`src/design/dq_pkg.sv`:
```
// Shared types and constants for the double-ended queue unit.
// Used by dq_front, dq_back and the top level; depends on nothing.
package dq_pkg;

	// Default number of queue entries
	localparam int DQ_DEPTH = 32;

	// Width of the value path and of the result fields
	localparam int VAL_W   = 32;
	localparam int CMD_W   = 3;
	localparam int STAT_W  = 2;
	localparam int COUNT_W = 6;

	// Command codes on the cmd port
	localparam logic [CMD_W-1:0] CMD_PUSH_FRONT = 3'd0;
	localparam logic [CMD_W-1:0] CMD_PUSH_BACK  = 3'd1;
	localparam logic [CMD_W-1:0] CMD_POP_FRONT  = 3'd2;
	localparam logic [CMD_W-1:0] CMD_POP_BACK   = 3'd3;
	localparam logic [CMD_W-1:0] CMD_DUMP_FWD   = 3'd4;
	localparam logic [CMD_W-1:0] CMD_DUMP_REV   = 3'd5;

	// Status codes on the status port
	localparam logic [STAT_W-1:0] ST_OK    = 2'd0;
	localparam logic [STAT_W-1:0] ST_EMPTY = 2'd1;
	localparam logic [STAT_W-1:0] ST_FULL  = 2'd2;

	// Depth of the command queue between front and back
	localparam int QD   = 2;
	localparam int QPW  = (QD > 1) ? $clog2(QD) : 1;
	localparam int QCW  = $clog2(QD + 1);

	// Decoded operation handed from front to back
	typedef enum logic [2:0] {
		OP_PUSH_F,
		OP_PUSH_B,
		OP_POP_F,
		OP_POP_B,
		OP_DUMP_F,
		OP_DUMP_R
	} op_t;

	typedef struct packed {
		op_t               op;
		logic [VAL_W-1:0]  value;
	} q_item_t;

endpackage

```
`src/design/dq_ram.sv`:
```
// Generic single-write, single-read RAM with registered read data.
// Standalone; no package dependency.
module dq_ram #(
	parameter int WIDTH = 32,
	parameter int DEPTH = 32
) (
	input  logic                       clk,
	input  logic                       we,
	input  logic [$clog2(DEPTH)-1:0]   waddr,
	input  logic [WIDTH-1:0]           wdata,
	input  logic [$clog2(DEPTH)-1:0]   raddr,
	output logic [WIDTH-1:0]           rdata
);

	logic [WIDTH-1:0] mem_q [DEPTH];

	// Write port and registered read port
	always_ff @(posedge clk) begin
		if (we) begin
			mem_q[waddr] <= wdata;
		end
		rdata <= mem_q[raddr];
	end

endmodule

```
`src/design/dq_front.sv`:
```
// Front end: accepts items, decodes the command and queues the operation.
// Depends on dq_pkg.
module dq_front import dq_pkg::*; (
	input  logic               clk,
	input  logic               arst_n,
	input  logic               start,
	output logic               busy,
	input  logic [CMD_W-1:0]   cmd,
	input  logic [VAL_W-1:0]   value,
	output q_item_t            q_item,
	output logic               q_valid,
	input  logic               q_take
);

	q_item_t          fifo_q [QD];
	logic [QPW-1:0]   wr_q;
	logic [QPW-1:0]   rd_q;
	logic [QCW-1:0]   fill_q;
	op_t              op_dec;
	logic             keep;
	logic             wr_en;

	// Decode; unused codes are accepted and dropped
	always_comb begin
		keep   = 1'b1;
		op_dec = OP_PUSH_F;
		case (cmd)
			CMD_PUSH_FRONT: op_dec = OP_PUSH_F;
			CMD_PUSH_BACK:  op_dec = OP_PUSH_B;
			CMD_POP_FRONT:  op_dec = OP_POP_F;
			CMD_POP_BACK:   op_dec = OP_POP_B;
			CMD_DUMP_FWD:   op_dec = OP_DUMP_F;
			CMD_DUMP_REV:   op_dec = OP_DUMP_R;
			default:        keep   = 1'b0;
		endcase
	end

	assign busy    = (fill_q == QCW'(QD));
	assign q_valid = (fill_q != '0);
	assign q_item  = fifo_q[rd_q];
	assign wr_en   = start && !busy && keep;

	// Queue payload
	always_ff @(posedge clk) begin
		if (wr_en) begin
			fifo_q[wr_q] <= '{op: op_dec, value: value};
		end
	end

	// Queue pointers and fill level
	always_ff @(posedge clk or negedge arst_n) begin
		if (!arst_n) begin
			wr_q   <= '0;
			rd_q   <= '0;
			fill_q <= '0;
		end else begin
			if (wr_en) begin
				wr_q <= (wr_q == QPW'(QD - 1)) ? '0 : wr_q + 1'b1;
			end
			if (q_take) begin
				rd_q <= (rd_q == QPW'(QD - 1)) ? '0 : rd_q + 1'b1;
			end
			case ({wr_en, q_take})
				2'b10:   fill_q <= fill_q + 1'b1;
				2'b01:   fill_q <= fill_q - 1'b1;
				default: fill_q <= fill_q;
			endcase
		end
	end

endmodule

```
`src/design/dq_back.sv`:
```
// Back end: executes queued operations on the ring buffer and drives results.
// Depends on dq_pkg and dq_ram.
module dq_back import dq_pkg::*; #(
	parameter int DEPTH = DQ_DEPTH
) (
	input  logic                      clk,
	input  logic                      arst_n,
	input  q_item_t                   q_item,
	input  logic                      q_valid,
	output logic                      q_take,
	output logic                      strobe,
	output logic signed [VAL_W-1:0]   value_res,
	output logic [STAT_W-1:0]         status,
	output logic                      last,
	output logic [COUNT_W-1:0]        count
);

	localparam int PW = $clog2(DEPTH);
	localparam int CW = $clog2(DEPTH + 1);

	typedef enum logic {B_RUN, B_DUMP} bstate_t;

	bstate_t            state_q, state_n;
	logic [PW-1:0]      f_q, f_n;
	logic [PW-1:0]      b_q, b_n;
	logic [CW-1:0]      cnt_q, cnt_n;
	logic [PW-1:0]      idx_q, idx_n;
	logic [CW-1:0]      left_q, left_n;
	logic               dir_q, dir_n;
	logic               vld_s1, vld_n;
	logic [STAT_W-1:0]  status_s1, status_n;
	logic               last_s1, last_n;
	logic               ram_s1, ram_n;
	logic [CW-1:0]      count_s1;
	logic               we;
	logic [PW-1:0]      waddr;
	logic [PW-1:0]      raddr;
	logic [VAL_W-1:0]   rdata;
	logic [PW-1:0]      f_dec;
	logic [PW-1:0]      b_dec;
	logic [PW-1:0]      step;
	logic               full;
	logic               empty;
	logic [CW+COUNT_W-1:0] count_ext;

	function automatic logic [PW-1:0] ptr_inc(input logic [PW-1:0] p);
		return (p == PW'(DEPTH - 1)) ? '0 : p + 1'b1;
	endfunction

	function automatic logic [PW-1:0] ptr_dec(input logic [PW-1:0] p);
		return (p == '0) ? PW'(DEPTH - 1) : p - 1'b1;
	endfunction

	dq_ram #(.WIDTH(VAL_W), .DEPTH(DEPTH)) u_ram (
		.clk   (clk),
		.we    (we),
		.waddr (waddr),
		.wdata (q_item.value),
		.raddr (raddr),
		.rdata (rdata)
	);

	assign f_dec  = ptr_dec(f_q);
	assign b_dec  = ptr_dec(b_q);
	assign step   = dir_q ? ptr_inc(idx_q) : ptr_dec(idx_q);
	assign full   = (cnt_q == CW'(DEPTH));
	assign empty  = (cnt_q == '0);
	assign q_take = (state_q == B_RUN) && q_valid;

	// Operation issue: pointer updates, RAM access and next result fields
	always_comb begin
		state_n  = state_q;
		f_n      = f_q;
		b_n      = b_q;
		cnt_n    = cnt_q;
		idx_n    = idx_q;
		left_n   = left_q;
		dir_n    = dir_q;
		we       = 1'b0;
		waddr    = b_q;
		raddr    = idx_q;
		vld_n    = 1'b0;
		status_n = ST_OK;
		last_n   = 1'b1;
		ram_n    = 1'b0;
		case (state_q)
			B_RUN: begin
				if (q_valid) begin
					vld_n = 1'b1;
					case (q_item.op)
						OP_PUSH_F: begin
							if (full) begin
								status_n = ST_FULL;
							end else begin
								f_n   = f_dec;
								we    = 1'b1;
								waddr = f_dec;
								cnt_n = cnt_q + 1'b1;
							end
						end
						OP_PUSH_B: begin
							if (full) begin
								status_n = ST_FULL;
							end else begin
								b_n   = ptr_inc(b_q);
								we    = 1'b1;
								waddr = b_q;
								cnt_n = cnt_q + 1'b1;
							end
						end
						OP_POP_F: begin
							if (empty) begin
								status_n = ST_EMPTY;
							end else begin
								raddr = f_q;
								ram_n = 1'b1;
								f_n   = ptr_inc(f_q);
								cnt_n = cnt_q - 1'b1;
							end
						end
						OP_POP_B: begin
							if (empty) begin
								status_n = ST_EMPTY;
							end else begin
								raddr = b_dec;
								ram_n = 1'b1;
								b_n   = b_dec;
								cnt_n = cnt_q - 1'b1;
							end
						end
						OP_DUMP_F, OP_DUMP_R: begin
							if (empty) begin
								status_n = ST_EMPTY;
							end else begin
								dir_n  = (q_item.op == OP_DUMP_F);
								raddr  = (q_item.op == OP_DUMP_F) ? f_q : b_dec;
								idx_n  = raddr;
								ram_n  = 1'b1;
								last_n = (cnt_q == CW'(1));
								left_n = cnt_q - 1'b1;
								if (cnt_q != CW'(1)) begin
									state_n = B_DUMP;
								end
							end
						end
						default: vld_n = 1'b0;
					endcase
				end
			end
			B_DUMP: begin
				// one entry read per cycle until the walk is done
				raddr  = step;
				idx_n  = step;
				vld_n  = 1'b1;
				ram_n  = 1'b1;
				last_n = (left_q == CW'(1));
				left_n = left_q - 1'b1;
				if (left_q == CW'(1)) begin
					state_n = B_RUN;
				end
			end
			default: state_n = B_RUN;
		endcase
	end

	// State, pointers and result stage
	always_ff @(posedge clk or negedge arst_n) begin
		if (!arst_n) begin
			state_q <= B_RUN;
			f_q     <= '0;
			b_q     <= '0;
			cnt_q   <= '0;
			vld_s1  <= 1'b0;
		end else begin
			state_q <= state_n;
			f_q     <= f_n;
			b_q     <= b_n;
			cnt_q   <= cnt_n;
			vld_s1  <= vld_n;
		end
	end

	// Payload registers
	always_ff @(posedge clk) begin
		idx_q     <= idx_n;
		left_q    <= left_n;
		dir_q     <= dir_n;
		status_s1 <= status_n;
		last_s1   <= last_n;
		ram_s1    <= ram_n;
		count_s1  <= cnt_n;
	end

	// Result ports; the count field keeps its low six bits
	assign count_ext = {{COUNT_W{1'b0}}, count_s1};
	assign strobe    = vld_s1;
	assign status    = status_s1;
	assign last      = last_s1;
	assign count     = count_ext[COUNT_W-1:0];
	assign value_res = ram_s1 ? rdata
		: ((status_s1 == ST_EMPTY) ? {VAL_W{1'b1}} : '0);

endmodule

```
`src/design/double_ended_queue_unit.sv`:
```
// Double-ended queue unit: top level joining the command front end and the executor.
// Depends on dq_pkg, dq_front, dq_back (and dq_ram below it).
// With the executor idle, an accepted item passes through the command queue and then the result stage registers.
// Throughput: pushes and pops run one per cycle unless a dump holds the executor; a dump of n entries keeps the
// executor for n RAM reads, one per entry, while the two-entry command queue fills and raises busy.
// Reset clears pointers, count and queue; entries stay undefined. Results cannot be held off.
module double_ended_queue_unit import dq_pkg::*; #(
	parameter int DEPTH = DQ_DEPTH
) (
	input  logic                      clk,
	input  logic                      arst_n,
	input  logic                      start,
	output logic                      busy,
	input  logic [CMD_W-1:0]          cmd,
	input  logic signed [VAL_W-1:0]   value,
	output logic                      strobe,
	output logic signed [VAL_W-1:0]   value_res,
	output logic [STAT_W-1:0]         status,
	output logic                      last,
	output logic [COUNT_W-1:0]        count
);

	q_item_t q_item;
	logic    q_valid;
	logic    q_take;

	// Accept and decode
	dq_front u_front (
		.clk     (clk),
		.arst_n  (arst_n),
		.start   (start),
		.busy    (busy),
		.cmd     (cmd),
		.value   (value),
		.q_item  (q_item),
		.q_valid (q_valid),
		.q_take  (q_take)
	);

	// Execute against the ring buffer
	dq_back #(.DEPTH(DEPTH)) u_back (
		.clk       (clk),
		.arst_n    (arst_n),
		.q_item    (q_item),
		.q_valid   (q_valid),
		.q_take    (q_take),
		.strobe    (strobe),
		.value_res (value_res),
		.status    (status),
		.last      (last),
		.count     (count)
	);

endmodule

```
`config.mk`:
```
export PLATFORM = sky130hd
export DESIGN_NAME = double_ended_queue_unit
export DESIGN_NICKNAME = d
export VERILOG_FILES = /design/src/design/dq_pkg.sv /design/src/design/dq_ram.sv /design/src/design/dq_front.sv /design/src/design/dq_back.sv /design/src/design/double_ended_queue_unit.sv
export SDC_FILE = /design/constraint.sdc
export NUM_CORES = 1
export LEC_CHECK = 0
export ABC_AREA = 1
export BUFFER_PORTS_ARGS = -buffer_cell sky130_fd_sc_hd__buf_2
export CAP_MARGIN = 20
export CORE_ASPECT_RATIO = 0.5
export CORE_UTILIZATION = 47
export DETAILED_ROUTE_END_ITERATION = 7
export MAX_ROUTING_LAYER = met4
export PLACE_DENSITY = 0.64
export SYNTH_ARGS = -nofsm -noshare
export SYNTH_HDL_FRONTEND = slang
export SYNTH_SLANG_ARGS = --single-unit
```
`constraint.sdc`:
```
create_clock -name clk -period 7.35 [get_ports clk]
set_input_delay 1.1025 -clock clk [delete_from_list [all_inputs] [get_ports clk]]
set_output_delay 1.1025 -clock clk [all_outputs]
set_load 0.05 [all_outputs]
```
==> impl_metrics.py <==
metrics = {
    "status": {
        "outcome": "finished, final reports clean",
    },
    "sta": {
        "grt_setup_unrepaired": "no",
        "finalSetupTns_ns": 0,
        "period_share_pct": 71.2,
        "tightest_slew_ns": 1.21,
        "setup_viol": 0,
        "final-hold-violation-count": 0,
        "fin_hold_ws_ns": 0.366,
        "max_freq_ghz": 0.191,
        "fin_crit_ns": 5.24,
        "fin_worst_skew_ns": 0.0313,
        "drv_slew": 0,
        "slew_headroom_pct": 19.2,
    },
    "cts": {
        "cts_setup_buffers": 0,
        "h-tree-depth": 3,
        "root_buffer": "clkbuf_16",
        "cts_tree": "built",
        "ctsResizeCount": 0,
        "insertion_delay_ns": 0.73,
        "clkTransAtPathRegs_ns": 0.06,
        "cts_sinks": 1170,
        "cts.path.max_buffers": 3,
        "cts_buffers": 107,
        "postCtsHoldBufs": 0,
    },
    "placed_design": {
        "hpwlAfterDp_um": 84400,
        "portBuffers": 80,
        "place_congestion": 0.882,
    },
    "logic_synthesis": {
        "syn-mean-instance-area_sq_um": 10.6,
        "yosys.cell_types.count": 44,
        "synth_area_leader_cell": "edfxtp_1",
        "ys_top_cells_by_area": "edfxtp_1 65%, nand3_1 11%, nand2_1 9.8%",
        "synth_seq_cells": 1170,
        "seq_area_frac_synth_pct": 67.6,
        "synthCells": 4848,
        "synth_nets": 4901,
        "synth_top_area_share_pct": 64.9,
        "synth_area_sq_mm": 0.0512,
        "ys_warn_count": 0,
    },
    "critical_path": {
        "arrival_ns": 5.63,
        "start_kind": "flip-flop",
        "critPathMaxFanout": 22,
        "critPathKind": "reg -> reg",
        "endpoint_kind": "flip-flop",
        "cp.required_ns": 7.74,
    },
    "floorplan": {
        "die-area_sq_mm": 0.110,
        "ioPinCount": 81,
        "initial_core_util_pct": 47.5,
        "core.rowCount": 85,
        "coreArea_sq_mm": 0.108,
        "die_x_um": 469,
        "die_h_um": 235,
    },
    "drt": {
        "drtAntennaViolNets": 0,
        "num_vias": 35737,
        "post-route-drc-count": 0,
        "viasPerCell": 5.64,
        "wire_per_inst_um": 23.0,
        "drtIter0Drc": 4644,
        "firstDrtPassIters": 6,
        "routed_wl_um": 146000,
    },
    "global_route": {
        "grt-ovfl-total": 0,
        "grt_antenna_before_repair": 5,
        "grt_pass1_wl_um": 215000,
        "grt_max_degree": 222,
        "grt_pass1_vias": 33643,
        "grt_usage_pct": 27.1,
    },
    "finish": {
        "final_nets": 4866,
        "area_growth_pct": 11.0,
        "diodes": 0,
        "final_util_pct": 52.7,
        "regArea_sq_mm": 0.0346,
        "multi_input_area_sq_mm": 0.0133,
        "nFillCells": 9163,
        "drive_gt1_share_pct": 8.15,
    },
    "job": {
        "maxCapViolCount": 0,
    },
    "min_path": {
        "hold_class": "in -> async",
    },
}
==> path summary, 6_finish.rpt <==
| kind | startpoint | endpoint | slack [ns] | cells after the start |
|---|---|---|---|---|
| max in group asynchronous | arst_n | u_back.cnt_q[3] | 6.62 | 1 |
| worst min-delay path | arst_n | u_back.f_q[3] | 0.37 | 1 |
| min in group clk | value[17] | u_front.fifo_q[1][17] | 0.57 | 1 |
| worst min register to register | u_front.fill_q[0] | u_front.fill_q[0] | 0.58 | 1 |
| worst max-delay path | u_back.state_q | u_back.u_ram.mem_q[14][12] | 2.11 | 10 |
| worst max register to register | u_back.state_q | u_back.u_ram.mem_q[14][12] | 2.11 | 10 |
==> per-stage QoR <==
stage / instance area, sq um / cells / setup slack, ns
floorplan: 51200 / 4848 / 3.50
global placement: 52800 / 6118 / 2.38
detailed placement: 53000 / 6127 / 2.32
CTS: 56500 / 6328 / 2.29
global route: 56800 / 6340 / 1.90
finish: 56800 / 6340 / 2.11
==> kinds of logic after synthesis <==
logic type	count (synthesis)	synth area share, %
AO/OA/AOI/OAI	77	0.853
XOR/XNOR	20	0.342
adder cells (fa/ha/maj)	15	0.367
buffers and inverters	874	7.14
flip-flops	1170	67.6
multiplexers	1	0.0196
AND/OR/NAND/NOR	2691	23.7
==> placed cells by master (no fill, tap or decap), types with 16 or more instances in the layout <==
cell / synthesis / layout
nand2_2: 7 / 30
buf_4: 11 / 42
buf_2: 174 / 80
clkbuf_1: 85 / 25
nor2_4: 2 / 36
nand3b_1: 129 / 129
nand2_1: 1332 / 1306
dfxtp_1: 42 / 41
nor2_1: 76 / 42
nand3_1: 1119 / 1119
edfxtp_1: 1106 / 1106
clkinv_1: 1 / 24
dfrtp_1: 22 / 22
inv_1: 570 / 569
buf_12: 0 / 27
o21ai_0: 42 / 42
clkbuf_16: 0 / 108
xor2_1: 16 / 16
==> Yosys cell counts, drive strengths merged <==
library cell  instances
nor3                  8
dfxtp                42
a32oi                 1
a31oi                 3
edfxtp             1106
or2                   2
a22oi                 1
dfrtp                22
buf                 212
a21oi                15
o22ai                 1
xnor2                 4
o311ai                3
nand4                 2
clkbuf               85
mux2i                 1
nor4                  2
clkinv                1
o2bb2ai               2
ha                   15
nor2                 83
a21boi                1
nand2              1343
nand3              1121
inv                 576
xor2                 16
o211ai                3
o221ai                2
o21ai                45
nand3b              129
or3b                  1
==> registers in the layout, summed over array words and instances (netlist names), 2 cells and up <==
name and count:
u_back.u_ram.mem_q 1024, u_front.fifo_q 70, u_back.u_ram.rdata 32, u_back.cnt_q 6, u_back.count 6, u_back.left_q 6
u_back.b_q 5, u_back.f_q 5, u_back.idx_q 5, u_back.status 2, u_front.fill_q 2
==> per-layer routing <==
layer / vias to the layer above / GRT usage, % / wire, um
met4: 0 / 8.99 / 5180
met1: 17423 / 37.8 / 59800
met5: - / - / 0
met3: 263 / 5.72 / 15200
met2: 1790 / 39.6 / 65400
li1: 16261 / - / -
==> critical path, cell delays in order (launching register included) <==
cell      delay (ns)
dfrtp_1         0.62
inv_1           0.44
nand2_1         0.25
inv_1           0.15
nand2_1         0.09
nor2_1          0.42
clkinv_1        0.34
o21ai_0         0.47
nand3_1         0.69
nor2_4          1.03
buf_4           0.40
==> cell type report <==
class / count / share of cell area (%)
multi-input cells: 2804 / 23.4
clock inverters: 66 / 1.31
inverters: 577 / 3.83
clock buffers: 135 / 4.97
repair buffers: 153 / 2.41
flip-flops and latches: 1170 / 60.9
well taps: 1435 / 3.16
Power is not shown: default switching activity piles up to over one toggle a cycle in this logic, so the estimate is an artifact.
